File: src/sv/bbn_pkg.sv
// Shared types and constants of the bounding-box normalizer.
package bbn_pkg;

    // Geometry and arithmetic widths
    localparam int AXES        = 3;
    localparam int AX_W        = $clog2(AXES);
    localparam int ISS_W       = $clog2(AXES + 1);
    localparam int COORD_W     = 32;
    localparam int FUNC_W      = 2;
    localparam int STATUS_W    = 2;
    localparam int SCALE_W     = 48;
    localparam int HALF_W      = SCALE_W / 2;
    localparam int SCALE_SHIFT = 47;
    localparam int OUT_SHIFT   = 17;
    localparam int DIFF_W      = COORD_W + 3;
    localparam int MAG_W       = COORD_W + 2;
    localparam int PROD_W      = MAG_W + HALF_W;
    localparam int RES_W       = PROD_W - OUT_SHIFT + 2;
    localparam int EXT_W       = COORD_W;

    // Function codes carried in the input tuser
    localparam logic [FUNC_W-1:0] FUNC_CLEAR = 2'd0;
    localparam logic [FUNC_W-1:0] FUNC_ACC   = 2'd1;
    localparam logic [FUNC_W-1:0] FUNC_XFORM = 2'd2;

    localparam logic signed [COORD_W-1:0] COORD_MAX = 32'sh7FFF_FFFF;
    localparam logic signed [COORD_W-1:0] COORD_MIN = 32'sh8000_0000;

    // Classified item kind in the queue
    typedef enum logic [1:0] {
        K_CLEAR,
        K_ACC,
        K_XFORM
    } t_kind;

    // Result status codes
    typedef enum logic [STATUS_W-1:0] {
        ST_OK       = 2'd0,
        ST_EMPTY    = 2'd1,
        ST_ZERO_EXT = 2'd2
    } t_status;

    // Queued item
    typedef struct packed {
        t_kind                          kind;
        logic [AXES-1:0][COORD_W-1:0]   pos;
    } t_item;

    // Back-end sequencer states
    typedef enum logic [2:0] {
        S_IDLE,
        S_EXT,
        S_DIV,
        S_NORM,
        S_DONE
    } t_bstate;

endpackage

File: src/sv/bbn_front.sv
// Front end: accepts items, classifies the function code, queues them.
module bbn_front #(
    parameter int DEPTH = 4
) (
    input  logic                                          i_clk,
    input  logic                                          i_rst_n,
    input  logic                                          i_valid,
    output logic                                          o_ready,
    input  logic [bbn_pkg::FUNC_W-1:0]                    i_func,
    input  logic [bbn_pkg::AXES-1:0][bbn_pkg::COORD_W-1:0] i_pos,
    output logic                                          o_item_vld,
    output bbn_pkg::t_item                                o_item,
    input  logic                                          i_pop
);

    localparam int PTR_W = $clog2(DEPTH);
    localparam int CNT_W = $clog2(DEPTH + 1);

    bbn_pkg::t_item     r_mem [DEPTH];
    logic [PTR_W-1:0]   r_wr;
    logic [PTR_W-1:0]   r_rd;
    logic [CNT_W-1:0]   r_cnt;

    logic               acc;
    logic               push;
    bbn_pkg::t_item     w_item;

    // Classify: unused codes are accepted and dropped
    always_comb begin
        w_item.pos = i_pos;
        w_item.kind = bbn_pkg::K_CLEAR;
        push = 1'b0;
        acc = i_valid && o_ready;
        unique case (i_func)
            bbn_pkg::FUNC_CLEAR: begin
                w_item.kind = bbn_pkg::K_CLEAR;
                push = acc;
            end
            bbn_pkg::FUNC_ACC: begin
                w_item.kind = bbn_pkg::K_ACC;
                push = acc;
            end
            bbn_pkg::FUNC_XFORM: begin
                w_item.kind = bbn_pkg::K_XFORM;
                push = acc;
            end
            default: begin
                push = 1'b0;
            end
        endcase
    end

    assign o_ready    = (r_cnt != CNT_W'(DEPTH));
    assign o_item_vld = (r_cnt != '0);
    assign o_item     = r_mem[r_rd];

    // Queue pointers and fill count
    always_ff @(posedge i_clk) begin
        if (!i_rst_n) begin
            r_wr  <= '0;
            r_rd  <= '0;
            r_cnt <= '0;
        end else begin
            if (push) begin
                r_wr <= (r_wr == PTR_W'(DEPTH - 1)) ? '0 : r_wr + 1'b1;
            end
            if (i_pop) begin
                r_rd <= (r_rd == PTR_W'(DEPTH - 1)) ? '0 : r_rd + 1'b1;
            end
            r_cnt <= r_cnt + CNT_W'(push) - CNT_W'(i_pop);
        end
    end

    // Queue storage
    always_ff @(posedge i_clk) begin
        if (push) begin
            r_mem[r_wr] <= w_item;
        end
    end

endmodule

File: config.mk
export PLATFORM = sky130hd
export DESIGN_NAME = bbn_front
export DESIGN_NICKNAME = d
export VERILOG_FILES = /design/src/sv/bbn_pkg.sv /design/src/sv/bbn_front.sv
export SDC_FILE = /design/constraint.sdc
export NUM_CORES = 1
export LEC_CHECK = 0
export BUFFER_PORTS_ARGS = -buffer_cell sky130_fd_sc_hd__buf_2
export CAP_MARGIN = 40
export CORE_ASPECT_RATIO = 0.9
export CORE_MARGIN = 4
export CORE_UTILIZATION = 51
export DETAILED_ROUTE_END_ITERATION = 10
export GPL_TIMING_DRIVEN = 0
export PLACE_DENSITY = 0.75
export SLEW_MARGIN = 10
export SYNTH_ARGS = -nofsm -noshare
export SYNTH_HDL_FRONTEND = slang
export SYNTH_SLANG_ARGS = --single-unit
export TNS_END_PERCENT = 50
File: constraint.sdc
create_clock -name i_clk -period 3.44 [get_ports i_clk]
set_input_delay 0.344 -clock i_clk [delete_from_list [all_inputs] [get_ports i_clk]]
set_output_delay 0.344 -clock i_clk [all_outputs]
set_load 0.005 [all_outputs]
# Yosys cells after proc, flatten, opt, wreduce, memory -nomap -nowiden
# Memories as Yosys holds them, arrays and structs flattened. A register that Yosys moved wholly into a read port is not among the register bits.
# Cells that the tools add are included.
# op_classes
add_sub_neg	4
n_eq_ne	5
mux	8
n_reduce_logical	4
# op_table
operator	count
$mux 2	4
$eq 2x2->1 const B	3
$add 2x1->2 const B	2
$pmux 2 s2	1
$add 3x1->3	1
$mux 1	3
$ne 3x3->1 const B	1
$reduce_bool 3->1	1
$reduce_or 3->1	1
$sub 3x1->3	1
$eq 2x1->1 const B	1
$logic_not 2->1	1
$logic_and 1x1->1	1
# word_totals
regBits	7
mem_bits_rw	392
inputBits	102
out_inout_bits	100
wordCells	25
memories	1
# memory_table
memory	words	word_bits	rd	rd_ports_with_merged_regs	write_ports	line	source
r_mem	4	98	1	1	1	bbn_front.sv:19	bbn_pkg::t_item r_mem [DEPTH];

# Depth between registers and ports, before layout
# Gate-level depths: netlist of the first run.
# depth
ltp_word	5
depth_mapped	12

# Worst setup path after synthesis of the first run
# OpenSTA, ideal clock, no wires.
# synth_timing
path_type	reg-to-reg
startpoint	register r_cnt[1]
endpoint	memory r_mem[1][0] (netlist bit), enable pin
setup_ns	0.468
arrival_time_ns	3.093
path_slack_ns	-0.121
path_stages_with_launch	5
path_buffers	1
period_less_slack_ns	3.561
cell_sequence	dfxtp_1 > or3b_1 > and3_4 > buf_6 > and2_1
# synth_via
elab_chain_cells	5
# synth_rtl
item	line	source
start: declaration	bbn_front.sv:22	logic [CNT_W-1:0] r_cnt;
start signal: assignment	bbn_front.sv:70	r_cnt <= r_cnt + CNT_W'(push) - CNT_W'(i_pop);
$ne 3x3->1	bbn_front.sv:53	assign o_ready = (r_cnt != CNT_W'(DEPTH));
via o_ready	bbn_front.sv:8	output logic o_ready,
$logic_and 1x1->1	bbn_front.sv:33	acc = i_valid && o_ready;
$mux 1	bbn_front.sv:34	unique case (i_func)
$mux 1	bbn_front.sv:76	if (push) begin
$mux 1 (not written as such)	bbn_front.sv:77	r_mem[r_wr] <= w_item;
end: declaration	bbn_front.sv:19	
# The timed path passes the listed nets, and every way through them passes these cells.

==> results of run 1 <==
-- stage by stage --
step           instance area [sq um]  hold WS, ns
2_1_floorplan                  14600        0.443
3_3_place_gp                   16100        0.487
3_5_place_dp                   16300        0.506
4_1_cts                        17500       0.0186
5_1_grt                        17500       0.0259
6_report                       17500       0.0421
-- placed cells by master, fill, tap and decap left out, types with 2 or more instances in the layout --
| cell type | synthesis | routed |
|---|---|---|
| buf_16 | 0 | 6 |
| edfxtp_1 | 392 | 392 |
| xnor2_1 | 2 | 2 |
| and2_4 | 0 | 4 |
| mux2i_1 | 3 | 3 |
| inv_1 | 5 | 5 |
| buf_2 | 11 | 211 |
| clkbuf_16 | 0 | 41 |
| diode_2 | 0 | 2 |
| buf_6 | 5 | 5 |
| clkbuf_1 | 7 | 15 |
| and2_1 | 6 | 2 |
| ha_1 | 7 | 7 |
| clkinv_2 | 0 | 8 |
| clkinv_1 | 0 | 5 |
| nor2b_1 | 5 | 5 |
| nand2_1 | 5 | 5 |
| clkinvlp_4 | 0 | 2 |
| mux4_2 | 98 | 98 |
| bufinv_16 | 0 | 2 |
| dfxtp_1 | 9 | 9 |
-- power groups by stage --
| stage | sequential [uW] | clock, uW | combinational (uW) |
|---|---|---|---|
| 3_3_place_gp | 5950 | 0 | 1110 |
| 6_report | 5810 | 3980 | 1140 |
| 3_5_place_dp | 5920 | 0 | 1170 |
| 2_1_floorplan | 5910 | 0 | 626 |
| 4_1_cts | 5820 | 4080 | 1180 |
| 5_1_grt | 5840 | 4300 | 1260 |
-- Yosys cell counts --
| cell | number |
|---|---|
| edfxtp_1 | 392 |
| mux4_2 | 98 |
| buf_2 | 11 |
| dfxtp_1 | 9 |
| clkbuf_1 | 7 |
| ha_1 | 7 |
| and2_1 | 6 |
| buf_6 | 5 |
| inv_1 | 5 |
| nand2_1 | 5 |
| nor2b_1 | 5 |
| mux2i_1 | 3 |
| xnor2_1 | 2 |
| and3_4 | 1 |
| buf_4 | 1 |
| fa_1 | 1 |
| nor2_1 | 1 |
| nor3b_1 | 1 |
| o21a_1 | 1 |
| or3_2 | 1 |
| or3b_1 | 1 |
-- how the worst max path moves through the flow --
stage,start,to,cells after the start
finish,flip-flop,o_item[43],4
global route,flip-flop,o_item[43],4
global placement,r_cnt[1]$_SDFF_PN0_,r_mem[0][42]$_DFFE_PP_,4
floorplan,r_cnt[1]$_SDFF_PN0_,r_mem[0][0]$_DFFE_PP_,4
CTS,flip-flop,o_item[43],4
detailed placement,r_cnt[1]$_SDFF_PN0_,r_cnt[2]$_SDFF_PN0_,12
-- cell families after synthesis --
group,after synthesis,share of synthesized area
DFF,401,0.818
muxes,101,0.153
buffers and inverters,29,0.0112
and+or+nand+nor,21,0.00865
adders and majority gates,8,0.00736
xor gates and xnor gates,2,0.00120
AOI/OAI and AO/OA,1,0.000514
-- registers in the layout (all words and copies together), names as in the netlist, named ones only --
register  count
r_mem       392
r_cnt         3
r_rd          2
r_wr          2
-- per-layer routing --
metal / share of wire / track usage / up-vias
li1: - / - / 2911
met1: 0.42 / 0.232 / 3424
met2: 0.49 / 0.274 / 226
met3: 0.072 / 0.0503 / 50
met4: 0.019 / 0.0424 / 8
met5: 0.0021 / 0 / -
-- area by class of cell --
| cell class | count | area, sq um |
|---|---|---|
| well taps | 360 | 450 |
| inverters | 5 | 18.8 |
| flip-flops and latches | 401 | 12000 |
| multi-input cells | 133 | 2510 |
| clock inverters | 18 | 143 |
| diodes | 2 | 5.00 |
| repair buffers | 207 | 1190 |
| fillers | 1939 | 10600 |
| clock buffers | 49 | 1060 |
| plain buffers | 24 | 145 |
==> impl_metrics.py, run 1 <==
metrics = {
    "global_routing": {
        "grtUsageTotal": 0.169,
        "grt_max_degree": 51,
        "gr-total-overflow": 0,
        "grt_pass1_vias": 7013,
        "antenna_found_initial": 6,
        "grt_pass1_wl_microns": 41400,
    },
    "logic_synthesis": {
        "syn_area_per_cell_sq_um": 26.0,
        "synth-seq-cells": 401,
        "yosys_warnings": 0,
        "syn_inst": 563,
        "yosysTopAreaCell": "edfxtp_1",
        "synthesis.area_sq_mm": 0.0146,
        "synth_area_leaders": "edfxtp_1 (81%), mux4_2 (15%), dfxtp_1 (1.2%), ha_1 (0.60%), buf_6 (0.39%)",
        "synth_cell_types": 21,
        "synth_top_area_share": 0.806,
        "synth_nets": 673,
        "seq_area_frac_synth": 0.818,
    },
    "worst_setup_path": {
        "path_cells": "buf_2, clkbuf_1, mux4_2, buf_2",
        "cp-start-kind": "flip-flop",
        "crit_type": "flip-flop to output pin",
        "critPathMaxFanout": 10,
        "critPathRequiredTime_ns": 3.10,
        "reg2regPathDepth": 12,
        "rr_startpoint": "r_cnt[1]$_SDFF_PN0_",
        "cp_data_arrival_time_ns": 2.27,
        "ff2ff_setup_slack_ns": 0.89,
        "timing.rr.end": "r_cnt[2]$_SDFF_PN0_",
        "crit_family": "buffers and inverters",
        "cp.buffers_inverters": 3,
        "endpoint_kind": "output pin",
        "cp_slowest_cell": "clkbuf_1",
        "cpMostUsedCell": "buf_2",
        "slowest_delay_ns": 0.57,
    },
    "cts": {
        "clk_pin_slew_worst_paths_ns": 0.06,
        "cts_root_buf": "clkbuf_16",
        "cts_htree_levels": 2,
        "numCtsBuffers": 39,
        "post_cts_buffers": 0,
        "post_cts_resized": 0,
        "clk_latency_ns": 0.51,
        "cts_tree": "built",
        "cts_buffer_depth": 3,
        "hold_buffers": 0,
        "clock-sinks": 401,
    },
    "timing": {
        "layout_setup_ws_ns": 0.830,
        "clock.fmax_mhz": 383,
        "finalSetupTns_ns": 0,
        "finalClockSkew_ns": 0.00752,
        "setup_viol_count_final": 0,
        "fin_crit_sh": 0.759,
        "min_period_ns": 2.61,
        "worstMarginPinSlew_ns": 0.746,
        "rsz0062_at_grt": "no",
        "slew_headroom": 0.503,
        "finalHoldViolations": 0,
        "slew_viol_final": 0,
    },
    "placed_design": {
        "post-place-cells": 1130,
        "portBuffers": 200,
        "dp_hpwl_microns": 16400,
        "place_congestion": 0.697,
        "pre_cts_ws_ns": 0.901,
    },
    "routing": {
        "drt-total-wl_microns": 26400,
        "vias_per_cell": 5.52,
        "drtPass1Iterations": 5,
        "post_drt_wl_per_cell_microns": 22.0,
        "drtIter0Drc": 529,
        "vias": 6619,
        "drc_errors": 0,
        "detail-route-antenna-nets": 0,
    },
    "floorplanning": {
        "die_y_microns": 169,
        "fp.coreArea_sq_mm": 0.0281,
        "num_io_pins": 202,
        "die-area_sq_mm": 0.0314,
        "rows": 58,
        "start_util": 0.520,
        "die_x_microns": 186,
    },
    "power_and_ir_drop": {
        "swShare": 0.213,
        "ir_drop_v": 0.000526,
        "power_frac_seq": 0.532,
        "p_leak_uw": 0.00588,
        "power_frac_clock": 0.364,
        "finalPower_uw": 10900,
        "power_per_cell_area_mw_per_mm2": 626,
        "p_comb_frac": 0.104,
        "intPower_uw": 8610,
        "netSwitchingPower_uw": 2330,
    },
    "final_layout": {
        "utilization": 0.622,
        "nets": 921,
        "syn2layout_area_growth_pct": 19.5,
        "drive_above_1_share": 0.456,
        "finalNonFillerCells": 1199,
    },
    "worst_hold_path": {
        "hold_path_class": "primary input to flip-flop",
        "min_to": "r_mem[3][10]$_DFFE_PP_",
        "hp-start": "i_pos[10]",
        "worstHoldPathCells": 1,
    },
    "outcome": {
        "status": "completed",
    },
    "run": {
        "maxCapViolCount": 0,
    },
}
Power figures use the tool's default switching activity.
==> run 2, diff against run 1 <==
CORE_UTILIZATION = 55   (was 51)
PLACE_DENSITY = 0.77   (was 0.75)
clock period = 2.5 ns   (was 3.44 ns; I/O delays follow)
==> run 2 against run 1 <==
Against the previous run:
- critical path depth grew 8
- core utilization grew 8.0 points
- global-route usage grew 2.9 points
- non-clock buffer count grew 94
- register-to-register slack lost 0.85 ns
- routed wire length grew 8.0%
- critical endpoint is now r_cnt[2]$_SDFF_PN0_
==> impl_metrics.py, run 2 (synthesized netlist as in run 1, its figures left out) <==
metrics = {
    "outcome": {
        "status": "completed",
    },
    "cts": {
        "clock-sinks": 401,
        "clk_pin_slew_worst_paths_ns": 0.06,
        "cts_root_buf": "clkbuf_16",
        "numCtsBuffers": 40,
        "clk_latency_ns": 0.52,
        "cts_buffer_depth": 3,
        "cts_tree": "built",
        "cts_htree_levels": 2,
    },
    "final_layout": {
        "num_antenna_cells": 0,
        "syn2layout_area_growth_pct": 25.5,
        "reg_top3": "r_mem: 392 flops, r_cnt: 3 flops",
        "regMostFlops": "r_mem",
        "largest_register_ffs": 392,
        "final_cell_mix": "edfxtp_1 (392), buf_2 (208), mux4_2 (98)",
        "nets": 1016,
        "layout_commonest_cell": "edfxtp_1",
        "drive_above_1_share": 0.420,
    },
    "worst_hold_path": {
        "hold_path_class": "primary input to flip-flop",
    },
    "floorplanning": {
        "die-area_sq_mm": 0.0292,
        "die_y_microns": 163,
        "rows": 56,
        "fp.coreArea_sq_mm": 0.0261,
        "die_x_microns": 180,
        "num_io_pins": 202,
        "start_util": 0.559,
    },
    "worst_setup_path": {
        "ff2ff_setup_slack_ns": 0.04,
        "crit_type": "flip-flop to flip-flop",
        "endpoint_kind": "flip-flop",
        "critPathRequiredTime_ns": 2.90,
        "cp_data_arrival_time_ns": 2.86,
        "cp-start-kind": "flip-flop",
        "critPathMaxFanout": 7,
    },
    "timing": {
        "min_period_ns": 2.46,
        "fin_hold_ws_ns": 0.0226,
        "worstMarginPinSlew_ns": 0.843,
        "fin_crit_sh": 0.984,
        "clock.fmax_mhz": 407,
        "rsz0062_at_grt": "yes",
        "finalHoldViolations": 0,
        "setup_viol_count_final": 0,
        "finalClockSkew_ns": 0.0175,
        "slew_headroom": 0.438,
        "slew_viol_final": 0,
    },
    "placed_design": {
        "place_congestion": 0.727,
        "dp_hpwl_microns": 16800,
        "portBuffers": 200,
    },
    "power_and_ir_drop": {
        "p_leak_uw": 0.00627,
        "p_comb_frac": 0.115,
        "swShare": 0.218,
        "netSwitchingPower_uw": 3290,
        "finalPower_uw": 15000,
        "power_frac_seq": 0.533,
        "power_per_cell_area_mw_per_mm2": 821,
        "ir_drop_v": 0.000713,
        "power_frac_clock": 0.352,
        "intPower_uw": 11800,
    },
    "global_routing": {
        "antenna_found_initial": 0,
        "grt_max_degree": 55,
        "gr-total-overflow": 0,
        "grt_pass1_wl_microns": 44900,
        "grt_pass1_vias": 7869,
        "grtUsageTotal": 0.199,
    },
    "routing": {
        "post_drt_wl_per_cell_microns": 22.3,
        "vias_per_cell": 5.52,
        "detail-route-antenna-nets": 0,
        "drtPass1Iterations": 5,
        "drtIter0Drc": 547,
        "drc_errors": 0,
        "vias": 7049,
        "drt-total-wl_microns": 28500,
    },
    "run": {
        "maxCapViolCount": 0,
    },
}
## run 2: changes by cell type in the layout (fill, tap and decap cells not counted), sizes merged
cell	before	now
inv	5	8
diode	2	0
clkinvlp	2	1
bufinv	2	0
clkinv	14	16
dlygate4sd3	0	96
buf	224	219
## run 2: path summary, 6_finish.rpt
path                   startpoint                   end  cells past startpoint
min reg2reg  r_wr[1]$_SDFFE_PN0P_  r_wr[1]$_SDFFE_PN0P_                      2
max           r_cnt[2]$_SDFF_PN0_   r_cnt[2]$_SDFF_PN0_                     12
min                       i_rst_n   r_cnt[2]$_SDFF_PN0_                      2
max reg2reg   r_cnt[2]$_SDFF_PN0_   r_cnt[2]$_SDFF_PN0_                     12
## run 2: final cells by class
type	count	area, sq um
repair buffers	301	2090
inverters	5	18.8
flip-flops and latches	401	12000
fillers	1532	7800
plain buffers	24	160
clock inverters	20	109
clock buffers	46	1040
well taps	348	435
multi-input cells	133	2520
## run 2: through the flow
| step | setup slack (ns) | std cells | TNS (ns) | instance area, sq um | utilization |
|---|---|---|---|---|---|
| finish | 0.0401 | 1278 | 0 | 18300 | 0.701 |
| global route | -0.0912 | 1278 | -0.113 | 18300 | 0.701 |
| CTS | -0.0450 | 1277 | -0.464 | 18300 | 0.700 |
| detailed placement | -0.0233 | 1115 | -0.0233 | 16200 | 0.619 |
| global placement | -2.57 | 1111 | -651.62 | 16100 | 0.614 |
| floorplan | -1.06 | 563 | -207.91 | 14600 | - |
## run 2: critical path, stage by stage (launching register included)
cell and delay [ns]:
dfxtp_2 0.35, or3b_4 0.39, and3_4 0.18, buf_6 0.13
inv_1 0.06, ha_1 0.22, inv_1 0.07, ha_1 0.14
inv_1 0.05, fa_2 0.35, xnor2_2 0.15, xnor2_1 0.12
and2_1 0.15
## run 2: power by group through the flow
stage               clock network, uW  registers, uW  logic, uW
floorplan                           0           8140        861
global placement                    0           8170       1480
detailed placement                  0           8150       1590
CTS                              5420           8020       1730
global route                     5740           8050       1880
finish                           5300           8020       1730
## run 2: what timing repair did
item / 4_1_cts / 5_1_grt
gates resized for setup: 4 / 15
pin swaps: 2 / 2
hold endpoints to repair: 384 / 0
setup buffers: 0 / 0
endpoints found under the setup margin: 34 / 77
hold buffers: 96 / 0
## run 2: metal layers
metal  vias to the layer above  part of all wire  global-route usage
li1                       3100                 -                   -
met1                      3644              0.39               0.263
met3                        44             0.064              0.0427
met5                         -                 0                   0
met4                         0             0.019              0.0464
met2                       261              0.52               0.346
